--- config.mk ---
export PLATFORM = sky130hd
export DESIGN_NAME = kci_ram
export DESIGN_NICKNAME = d
export VERILOG_FILES = /design/src/sv/kci_ram.sv
export SDC_FILE = /design/constraint.sdc
export NUM_CORES = 2
export LEC_CHECK = 0
export BUFFER_PORTS_ARGS = -buffer_cell sky130_fd_sc_hd__buf_2
export CORE_UTILIZATION = 39
export CTS_CLUSTER_SIZE = 8
export DETAILED_ROUTE_END_ITERATION = 6
export SYNTH_ARGS = -nofsm -noshare
export SYNTH_HDL_FRONTEND = slang
export SYNTH_SLANG_ARGS = --single-unit
--- constraint.sdc ---
create_clock -name clk_i -period 4.67 [get_ports clk_i]
set_input_delay 0.934 -clock clk_i [delete_from_list [all_inputs] [get_ports clk_i]]
set_output_delay 0.934 -clock clk_i [all_outputs]
set_load 0.02 [all_outputs]
--- src/sv/kci_ram.sv ---
`timescale 1ns / 1ps
// ----------------------------------------------------------------------------
// kci_ram
// Single-port synchronous RAM with registered read data.
// ----------------------------------------------------------------------------
module kci_ram #(
  parameter int unsigned Width = 32,
  parameter int unsigned Depth = 64
) (
  input  logic                     clk_i,
  input  logic                     we_i,
  input  logic [$clog2(Depth)-1:0] addr_i,
  input  logic [Width-1:0]         wdata_i,
  output logic [Width-1:0]         rdata_o
);

  logic [Width-1:0] mem_q [Depth];

  always_ff @(posedge clk_i) begin
    if (we_i) begin
      mem_q[addr_i] <= wdata_i;
    end
    rdata_o <= mem_q[addr_i];
  end

endmodule

==> results.toml <==
[run_status]
status = "complete, no violations"

[yosys]
yosys_most_used_dff = "edfxtp_1"
synthArstFlopShare_pct = 0
synth_top_area_share_pct = 77.9
synth_area_per_cell_um2 = 18.6
yosys_warnings = 0
ys_seq_area_share_pct = 78.7
synth_area_leaders = "edfxtp_1 78%, mux2i_1 3.3%, mux4_2 2.7%"
synth_edf_count = 2048
ys_ff_latch = 2080
syn_inst = 4239
syn_nets = 4279
yosysTopAreaCell = "edfxtp_1"
syn_area_mm2 = 0.0789
synth_common_cells = "2048 x edfxtp_1, 259 x mux2i_1, 188 x a22oi_1, 175 x a221oi_1, 168 x clkbuf_1"
synth_cell_types = 56
synth_most_common_cell = "edfxtp_1"

[worst_setup_path]
max_stage_delay_ns = 0.72
cp-start-kind = "primary input"
crit_slowest_cell = "or4b_1"
critPathKind = "in2reg"
cp_max_fo = 45
crit_arrival_ns = 4.10
critPathTopFamily = "simple AND/OR/NAND/NOR gates"
cp_cell_sequence = "buf_8, buf_4, mux4_2, mux2i_1, nor2_1, or4b_1, or4_1"
end_kind = "flip-flop"
required_ns = 5.41
critPathBufInv = 2

[timing]
fin_crit_ns = 3.36
finalCritPeriodShare_pct = 72.0
max_freq_mhz = 298
rsz0062_at_grt = "no"
finalSetupViolCount = 0
worst_slew_pin_slew_ns = 1.33
timing.slew.headroom_pct = 11.3
finClkSkew_ns = 0.0398
setup_ws_ns = 1.31
slew_violations = 0
fin_tns_setup_ns = 0
hold_viol_final = 0

[grt]
grt_usage_pct = 21.3
grt-ovfl-total = 0
grt_use_met3_pct = 3.73
met2_usage_pct = 33.9
grt_pass1_vias = 43100
grt_max_degree = 97
gr-max-usage-layer = "met2"
use_met1_pct = 29.6
grt_pass1_wl_um = 315000
antenna_found_initial = 8

[place]
pre_cts_slack_ns = 0.404
post-dp-hpwl_um = 125000
gp_congestion = 0.844
place.port_buffers = 71

[pwr]
pwr-share-seq_pct = 49.4
swShare_pct = 21.0
leakage_nw = 30.0
intPower_mw = 33.3
irDropWorstVdd_v = 0.000337
p_clk_share_pct = 45.7
combPwrFrac_pct = 5.0
p_switching_mw = 8.84
power_density_mw_per_mm2 = 455

[clock_network]
post_cts_buffers = 0
cts.sinks = 2080
ctsHtreeMaxLevel = 5
cts_resized = 0
cts.path.max_buffers = 4
cts_root_buf = "clkbuf_16"
clk_pin_slew_worst_paths_ns = 0.05
numCtsBuffers = 309
clkLatencyLatePin_ns = 0.91
ctsHoldBuffers = 0
tritoncts = "done"

[route]
post_drt_wl_per_cell_um = 30.1
drc = 0
drt_first_iter_violations = 5460
ant_nets = 0
route.detailed.vias_per_inst = 5.93
drt_pass1_iterations = 7
num_vias = 43400
finalWirelength_um = 220000

[die]
coreArea_mm2 = 0.200
rows = 164
die_height_um = 452
die-width_um = 452
io-pin-count = 72
start_util_pct = 39.4
die_area_mm2 = 0.204

[hold_path]
min_path_type = "in2reg"

[final_layout]
fin_nets = 4621
syn2layout_area_growth_pct = 17.4
layout-drive-gt1-share_pct = 21.1

[flow_run]
maxCapViolCount = 0
## routing by layer
metal,share of wire [%],vias to the layer above
met5,0.0050,-
met2,48,2034
met3,7.7,377
met1,42,22700
met4,3.1,2
li1,-,18300
## power by group through the flow
| stage | sequential, mW | combinational, mW | clock [mW] |
|---|---|---|---|
| floorplan | 21.2 | 0.988 | 0 |
| global placement | 21.1 | 2.06 | 0 |
| detailed placement | 21.2 | 2.09 | 0 |
| CTS | 20.8 | 2.09 | 19.5 |
| global route | 20.8 | 2.20 | 20.3 |
| finish | 20.8 | 2.09 | 19.3 |
## layout by cell type (no fill, tap or decap), types with 15 or more instances in the layout
cell       instances
o22a_1            70
a222oi_1          16
nand3_1           53
o21ai_0           84
a221oi_1         175
mux2_2           147
nor2_4            67
mux4_2            96
nor2_1            77
a22o_1            66
o2bb2ai_1         15
dfxtp_1           32
nand2b_1          15
or4_1             15
buf_4            206
nand2_1           27
buf_2             68
a31oi_1           43
clkbuf_1          62
a211oi_1          17
a22oi_1          188
a221o_1           15
nor3_1            19
o22ai_1           93
mux2i_1          259
buf_12            52
and3_1            85
edfxtp_1        2048
clkbuf_16        315
a21oi_1          121
## per-stage QoR
step                cells  utilization, %  cell area [um^2]  hold WS [ns]  total power [mW]
finish               7312            46.2             92700         0.301              42.2
floorplan            4239               -             78900         0.564              22.1
global placement     6926            42.2             84500         0.625              23.2
CTS                  7308            46.2             92700         0.275              42.4
global route         7310            46.2             92700         0.289              43.3
detailed placement   6926            42.2             84500         0.609              23.2
## registers in the layout, indices dropped and copies added, names as in the netlist
| name | cells |
|---|---|
| rdata_o | 32 |
| mem_q | 2048 |
## cell families after synthesis
| family | count (synthesis) | share of synthesized area [%] |
|---|---|---|
| multiplexers | 502 | 8.12 |
| buffers and inverters | 300 | 1.68 |
| AO/OA/AOI/OAI | 933 | 8.66 |
| flip-flops | 2080 | 78.7 |
| AND/OR/NAND/NOR | 424 | 2.81 |
## area by class of cell
class                   count  area (um^2)
diodes                      4         10.0
clock buffers             377         8120
clock inverters             5         43.8
fillers                 16700       108000
inverters                   2         15.0
multi-input cells        1859        16100
flip-flops and latches   2080        62100
well taps                2656         3320
repair buffers            329         2970
## path summary, 6_finish.rpt
check | from | endpoint | slack [ns] | cells past startpoint
worst max register to register | mem_q[17][25] | rdata_o[25] | 1.89 | 5
worst min-delay path | wdata_i[25] | mem_q[38][25] | 0.30 | 1
worst min register to register | mem_q[32][17] | rdata_o[17] | 0.63 | 3
worst max-delay path | addr_i[0] | rdata_o[25] | 1.31 | 7
Power figures use the tool's default switching activity.
